## src/rtl/core/u8u16_pkg.sv

```systemverilog
// Shared constants and types for the UTF-8 to UTF-16 transcoder.
`timescale 1ns / 1ps

package u8u16_pkg;

    // Output buffer sizing
    localparam int FifoDepth = 8;
    localparam int PtrW      = $clog2(FifoDepth);
    localparam int CntW      = PtrW + 1;
    localparam int MaxRes    = 4;
    localparam int ResCntW   = $clog2(MaxRes + 1);

    // Fixed code points and limits
    localparam logic [15:0] REPL_UNIT   = 16'hFFFD;
    localparam logic [20:0] MAX_POINT   = 21'h10FFFF;
    localparam logic [20:0] SUPP_BASE   = 21'h010000;
    localparam logic [20:0] MIN_TWO     = 21'h000080;
    localparam logic [20:0] MIN_THREE   = 21'h000800;
    localparam logic [20:0] SURR_LOW    = 21'h00D800;
    localparam logic [20:0] SURR_HIGH   = 21'h00DFFF;
    localparam logic [5:0]  HI_SURR_TAG = 6'b110110;   // 0xD800 >> 10
    localparam logic [5:0]  LO_SURR_TAG = 6'b110111;   // 0xDC00 >> 10

    // Continuation bytes required by an open sequence
    localparam logic [1:0] SEQ_NONE  = 2'd0;
    localparam logic [1:0] SEQ_TWO   = 2'd1;
    localparam logic [1:0] SEQ_THREE = 2'd2;
    localparam logic [1:0] SEQ_FOUR  = 2'd3;

    // One buffered result word
    typedef struct packed {
        logic [15:0] code_unit;
        logic        run_last;
        logic        replaced;
        logic        final_unit;
    } unit_word_t;

endpackage

```

## src/rtl/core/utf8_to_utf16_transcoder.sv

```systemverilog
// UTF-8 to UTF-16 transcoder: byte decoder feeding an eight-word output buffer.
// Each unit is written to the buffer registers; the master side reads the head word.
// Throughput: one byte per cycle while the buffer holds four or fewer words;
// one unit leaves per cycle while m_tready is high; multi-unit bytes drain at that rate.
// The buffer admits a byte only when four words are free (worst case for one byte).
// Reset empties the buffer and closes any open sequence at once.
`timescale 1ns / 1ps

module utf8_to_utf16_transcoder
(
    input  logic        clk,
    input  logic        rst_n,
    input  logic        s_tvalid,
    output logic        s_tready,
    input  logic [7:0]  s_tdata,     // [7:0] byte_in
    input  logic        s_tlast,     // stream_end
    output logic        m_tvalid,
    input  logic        m_tready,
    output logic [15:0] m_tdata,     // [15:0] code_unit
    output logic        m_tlast,     // run_last
    output logic [1:0]  m_tuser      // [0] replaced, [1] final_unit
);
    import u8u16_pkg::*;

    // Decoder state
    logic [20:0] point_reg, point_next;
    logic [1:0]  seq_len_reg, seq_len_next;
    logic [1:0]  taken_reg, taken_next;

    // Output buffer
    unit_word_t  fifo_mem [FifoDepth];
    logic [PtrW-1:0] wr_ptr_reg, rd_ptr_reg;
    logic [CntW-1:0] count_reg;

    // Per-byte results
    logic [15:0]        res_unit [MaxRes];
    logic [MaxRes-1:0]  res_repl;
    logic [ResCntW-1:0] res_n;

    logic        accept, pop, cont, do_fresh, bad;
    logic [1:0]  taken_inc;
    logic [20:0] cp, supp;

    assign accept   = s_tvalid && s_tready;
    assign pop      = m_tvalid && m_tready;
    assign s_tready = (count_reg <= CntW'(FifoDepth - MaxRes));
    assign cont     = (s_tdata[7:6] == 2'b10);

    // Decode one byte against the open sequence
    always_comb
    begin
        point_next   = point_reg;
        seq_len_next = seq_len_reg;
        taken_next   = taken_reg;
        res_n        = '0;
        res_repl     = '0;
        for (int k = 0; k < MaxRes; k++)
        begin
            res_unit[k] = '0;
        end
        do_fresh  = 1'b0;
        bad       = 1'b0;
        taken_inc = taken_reg + 2'd1;
        cp        = {point_reg[14:0], s_tdata[5:0]};
        supp      = cp - SUPP_BASE;

        if (seq_len_reg != SEQ_NONE)
        begin
            if (cont)
            begin
                point_next = cp;
                taken_next = taken_inc;
                if (taken_inc == seq_len_reg)
                begin
                    case (seq_len_reg)
                        SEQ_TWO:   bad = (cp < MIN_TWO);
                        SEQ_THREE: bad = (cp < MIN_THREE) || (cp >= SURR_LOW && cp <= SURR_HIGH);
                        default:   bad = (cp < SUPP_BASE) || (cp > MAX_POINT);
                    endcase
                    if (bad)
                    begin
                        res_unit[0] = REPL_UNIT;
                        res_repl[0] = 1'b1;
                        res_n       = ResCntW'(1);
                    end
                    else if (cp[20:16] == 5'd0)
                    begin
                        res_unit[0] = cp[15:0];
                        res_n       = ResCntW'(1);
                    end
                    else
                    begin
                        res_unit[0] = {HI_SURR_TAG, supp[19:10]};
                        res_unit[1] = {LO_SURR_TAG, supp[9:0]};
                        res_n       = ResCntW'(2);
                    end
                    point_next   = '0;
                    seq_len_next = SEQ_NONE;
                    taken_next   = '0;
                end
            end
            else
            begin
                // broken sequence: one replacement for the lead and each byte taken
                for (int k = 0; k < MaxRes - 1; k++)
                begin
                    if (2'(k) <= taken_reg)
                    begin
                        res_unit[k] = REPL_UNIT;
                        res_repl[k] = 1'b1;
                    end
                end
                res_n        = ResCntW'(taken_reg) + ResCntW'(1);
                point_next   = '0;
                seq_len_next = SEQ_NONE;
                taken_next   = '0;
                do_fresh     = 1'b1;
            end
        end
        else
        begin
            do_fresh = 1'b1;
        end

        // Byte taken outside any sequence
        if (do_fresh)
        begin
            if (!s_tdata[7])
            begin
                res_unit[res_n[1:0]] = {8'd0, s_tdata};
                res_n                = res_n + ResCntW'(1);
            end
            else if (s_tdata[7:5] == 3'b110)
            begin
                point_next   = {16'd0, s_tdata[4:0]};
                seq_len_next = SEQ_TWO;
                taken_next   = '0;
            end
            else if (s_tdata[7:4] == 4'b1110)
            begin
                point_next   = {17'd0, s_tdata[3:0]};
                seq_len_next = SEQ_THREE;
                taken_next   = '0;
            end
            else if (s_tdata[7:3] == 5'b11110)
            begin
                point_next   = {18'd0, s_tdata[2:0]};
                seq_len_next = SEQ_FOUR;
                taken_next   = '0;
            end
            else
            begin
                // stray continuation or invalid lead
                res_unit[res_n[1:0]] = REPL_UNIT;
                res_repl[res_n[1:0]] = 1'b1;
                res_n                = res_n + ResCntW'(1);
            end
        end

        // Sequence cut short by end of stream
        if (s_tlast && seq_len_next != SEQ_NONE)
        begin
            res_unit[res_n[1:0]] = REPL_UNIT;
            res_repl[res_n[1:0]] = 1'b1;
            res_n                = res_n + ResCntW'(1);
            point_next           = '0;
            seq_len_next         = SEQ_NONE;
            taken_next           = '0;
        end
    end

    // Decoder state registers
    always_ff @(posedge clk or negedge rst_n)
    begin
        if (!rst_n)
        begin
            point_reg   <= '0;
            seq_len_reg <= SEQ_NONE;
            taken_reg   <= '0;
        end
        else if (accept)
        begin
            point_reg   <= point_next;
            seq_len_reg <= seq_len_next;
            taken_reg   <= taken_next;
        end
    end

    // Buffer write of up to four words per byte
    always_ff @(posedge clk)
    begin
        if (accept)
        begin
            for (int k = 0; k < MaxRes; k++)
            begin
                if (ResCntW'(k) < res_n)
                begin
                    fifo_mem[wr_ptr_reg + PtrW'(k)] <= '{
                        code_unit:  res_unit[k],
                        run_last:   (ResCntW'(k + 1) == res_n),
                        replaced:   res_repl[k],
                        final_unit: s_tlast && (ResCntW'(k + 1) == res_n)
                    };
                end
            end
        end
    end

    // Buffer pointers and fill count
    always_ff @(posedge clk or negedge rst_n)
    begin
        if (!rst_n)
        begin
            wr_ptr_reg <= '0;
            rd_ptr_reg <= '0;
            count_reg  <= '0;
        end
        else
        begin
            if (accept)
            begin
                wr_ptr_reg <= wr_ptr_reg + PtrW'(res_n);
            end
            if (pop)
            begin
                rd_ptr_reg <= rd_ptr_reg + PtrW'(1);
            end
            count_reg <= count_reg + (accept ? CntW'(res_n) : CntW'(0)) - CntW'(pop);
        end
    end

    // Master side reads the head word
    assign m_tvalid   = (count_reg != '0);
    assign m_tdata    = fifo_mem[rd_ptr_reg].code_unit;
    assign m_tlast    = fifo_mem[rd_ptr_reg].run_last;
    assign m_tuser[0] = fifo_mem[rd_ptr_reg].replaced;
    assign m_tuser[1] = fifo_mem[rd_ptr_reg].final_unit;

    // Checks
    a_count_bound: assert property (@(posedge clk) disable iff (!rst_n)
        count_reg <= CntW'(FifoDepth))
        else $error("output buffer overfilled");

    a_taken_below_len: assert property (@(posedge clk) disable iff (!rst_n)
        (seq_len_reg == SEQ_NONE) || (taken_reg < seq_len_reg))
        else $error("continuation count reached sequence length");

    a_end_closes: assert property (@(posedge clk) disable iff (!rst_n)
        (accept && s_tlast) |=> (seq_len_reg == SEQ_NONE))
        else $error("sequence left open after end of stream");

    a_repl_value: assert property (@(posedge clk) disable iff (!rst_n)
        (m_tvalid && m_tuser[0]) |-> (m_tdata == REPL_UNIT))
        else $error("replaced word is not the replacement character");

    a_final_has_last: assert property (@(posedge clk) disable iff (!rst_n)
        (m_tvalid && m_tuser[1]) |-> m_tlast)
        else $error("final word not marked as last of its byte");

endmodule
```

## config.mk

```make
export PLATFORM = sky130hd
export DESIGN_NAME = utf8_to_utf16_transcoder
export DESIGN_NICKNAME = d
export VERILOG_FILES = /design/src/rtl/core/u8u16_pkg.sv /design/src/rtl/core/utf8_to_utf16_transcoder.sv
export SDC_FILE = /design/constraint.sdc
export NUM_CORES = 1
export LEC_CHECK = 0
export BUFFER_PORTS_ARGS = -buffer_cell sky130_fd_sc_hd__buf_2
export CAP_MARGIN = 20
export CELL_PAD_IN_SITES_DETAIL_PLACEMENT = 1
export CELL_PAD_IN_SITES_GLOBAL_PLACEMENT = 1
export CORE_MARGIN = 3
export CORE_UTILIZATION = 42
export CTS_CLUSTER_SIZE = 16
export DETAILED_ROUTE_END_ITERATION = 16
export GPL_ROUTABILITY_DRIVEN = 1
export HOLD_SLACK_MARGIN = 0.12
export PLACE_DENSITY = 0.66
export SYNTH_ARGS = -nofsm -noshare
export SYNTH_HDL_FRONTEND = slang
export SYNTH_SLANG_ARGS = --single-unit
```

## constraint.sdc

```tcl
create_clock -name clk -period 11.19 [get_ports clk]
set_clock_uncertainty 0.05 [all_clocks]
set_input_delay 1.119 -clock clk [delete_from_list [all_inputs] [get_ports clk]]
set_output_delay 1.119 -clock clk [all_outputs]
set_load 0.05 [all_outputs]
```

==> summary.md <==
| Metric | Value |
|---|---|
| Status | complete, no violations |
| Core Region | 0.0292 sq mm |
| Top cell type by total area after synthesis | edfxtp_1 |
| Initial antenna violation count | 0 |
| Clock Sinks | 181 |
| Distinct cells, synth | 86 |
| CP startpoint kind | input port |
| Rel. slew slack | 0.240 |
| Starting Density | 0.434 |
| Crit path max fanout | 21 |
| Seq cells post-synth | 181 |
| All-Layer GR Usage | 0.307 |
| Setup Buffers After CTS | 0 |
| Post-Syn Area per Cell | 10.1 sq um |
| Register-to-Register Setup Slack | 3.77 ns |
| CP arrival | 7.68 ns |
| Fillers | 3248 |
| Ports | 34 |
| RSZ-0062 raised after global routing | no |
| Resized Gates After CTS | 0 |
| Final Hold Fails | 0 |
| CP required | 11.31 ns |
| Via/cell ratio | 6.97 |
| Number of synthesized flops with an enable pin | 152 |
| Final worst-path setup slack | 3.63 ns |
| CTS H-Tree Depth | 4 |
| Tmin final | 7.56 ns |
| Rows | 62 |
| Leakage power | 5.00 nW |
| Initial DRC count | 1237 |
| Final Util | 0.471 |
| Pins over their slew limit | 0 |
| Setup crit end kind | register |
| N_diodes | 0 |
| CTS hold repair buffers | 0 |
| Setup crit start | s_tdata[4] |
| RePlAce Congestion | 0.941 |
| Total power | 4.81 mW |
| Mapped Area | 0.0127 sq mm |
| Die Span Y | 180 um |
| Hold WS | 0.458 ns |
| DR WL/cell | 30.2 um |
| Pwr Density | 349 mW/mm^2 |
| Reg2Reg Launch Point | taken_reg[0]$_DFFE_PN0P_ |
| Layout cells sized above 1 | 0.156 |
| Syn_nets | 1297 |
| Total vias in the final route | 11500 |
| Post-synth top cells | 152 x edfxtp_1, 136 x o21ai_0, 110 x nand2_1 |
| Total CTS buffers | 17 |
| Pin count of the biggest net entering global routing | 41 |
| Die footprint | 0.0323 sq mm |
| Max Fclk | 132 MHz |
| Buffers added on ports | 33 |
| DIE WIDTH | 180 um |
| Hold Crit Class | register to register |
| Post-synthesis instance total | 1259 |
| Dpl hpwl | 37800 um |
| HP Start | count_reg[0]$_DFF_PN0_ |
| CTS tree | done |
| Setup TNS | 0 ns |
| Vias in the first global route | 11600 |
| P&R area growth vs syn | 8.57% |
| Remaining antenna violation count | 0 |
| Most frequent cell after synthesis | edfxtp_1 |
| Final period util | 0.676 |
| Top FF cell, synth | edfxtp_1 |
| Setup Viol. Count Final | 0 |
| Ys Warns | 0 |
| Clock slew at reported path FFs | 0.07 ns |
| First-pass DRT Iterations | 6 |
| Synth area leaders | edfxtp_1 36%, mux4_2 6.7%, dfrtp_1 5.7% |
| Worst-Skew Late Latency | 0.47 ns |
| Grt ovf | 0 |
| CTS root buf | clkbuf_16 |
| Critical path type | input port to register |
| Routed WL | 50000 um |
| Share of the synthesized area in the top cell type | 0.360 |
| Max Root-Sink Buffers | 2 |
| DRC viols | 0 |
| Worst Tran Pin Value | 1.14 ns |
| Max reg flops | 152 |
| Post-synthesis sequential area ratio | 0.417 |
| Max-Cap Viols | 0 |
| Ys async rst share | 0.160 |
| Fin nets | 1296 |
| First-pass GRT wire length | 75700 um |
| Setup WS pre-CTS | 3.28 ns |
| Worst VDD drop | 0.000169 V |
final cells by class:
type	count	area, sq um	share of cell area
Timing Repair Buffer	55	339	0.0246
Clock inverter	12	105	0.00763
Tap cell	384	480	0.0349
Clock buffer	20	437	0.0317
Sequential cell	181	5290	0.384
Inverter	28	105	0.00763
Multi-Input combinational cell	975	7010	0.509
metrics by stage:
step                      cells  area, sq um
after floorplan            1259        12700
after global placement     1620        13200
after detailed placement   1621        13200
after CTS                  1653        13800
after global routing       1655        13800
final                      1655        13800
path summary, 6_finish.rpt:
path,to,depth (start not counted)
worst max register to register,fifo_mem[7][3]$_DFFE_PP_,20
worst min register to register,count_reg[0]$_DFF_PN0_,1
max in group asynchronous,rd_ptr_reg[0]$_DFFE_PN0P_,1
worst min-delay path,count_reg[0]$_DFF_PN0_,1
min in group asynchronous,count_reg[2]$_DFF_PN0_,1
worst max-delay path,fifo_mem[7][3]$_DFFE_PP_,19
critical path, stage by stage:
cell and delay, ns:
buf_2 0.22, nand3_1 0.25, nor4_1 0.79, mux2i_1 0.34
nand3_1 0.28, o32ai_2 0.54, inv_1 0.09, ha_1 0.29
nand2_1 0.05, nand3_1 0.17, and2_1 0.22, ha_1 0.19
inv_1 0.06, or4_4 0.51, nand2_1 0.62, nand4_1 0.78
nand3_1 0.50, o21bai_2 0.36, buf_6 0.25
cell families (layout without fill, tap and decap cells):
logic type / count (synthesis) / count (layout) / share of synthesized area
fa+ha+maj: 25 / 25 / 0.0259
xor+xnor: 17 / 17 / 0.0117
simple gates: 370 / 370 / 0.141
compound gates: 444 / 444 / 0.237
buf+inv: 103 / 115 / 0.0342
mux: 119 / 119 / 0.134
flops: 181 / 181 / 0.417
placed cells by master (no fill, tap or decap), types with 7 or more instances in the layout:
cell type    n
nand4_1     13
o211ai_1    25
mux2_2      22
buf_4       19
a31oi_1     21
mux2i_1     59
a22o_1      14
nand2_1    110
xnor2_1     12
clkbuf_16   17
nand2b_1    10
inv_1       26
nand3b_1    10
dfrtp_1     27
nor4_1       7
mux4_2      38
and2_1       9
a31o_2       7
o21bai_2     7
a21oi_1     62
a211oi_1    21
ha_1        23
o21ai_0    136
or3_1        7
buf_2       34
edfxtp_1   152
a22oi_1     27
nor2b_1      9
o22ai_1     15
o221ai_1    33
nor3_1      30
nand3_1     30
nor2_1     102
layer usage:
layer / vias to the layer above / share of wire / GRT usage
met2: 588 / 0.47 / 0.495
met1: 5900 / 0.42 / 0.421
met5: - / 0 / 0
li1: 4959 / - / -
met4: 0 / 0.029 / 0.109
met3: 90 / 0.079 / 0.0483
power breakdown:
| part | switching (mW) | total [mW] | internal (mW) |
|---|---|---|---|
| sequential | 0.166 | 1.23 | 1.06 |
| combinational | 2.05 | 2.99 | 0.945 |
| clock | 0.286 | 0.592 | 0.306 |
| total | 2.50 | 4.81 | 2.31 |
No activity file was read; power rests on OpenSTA's default activity.
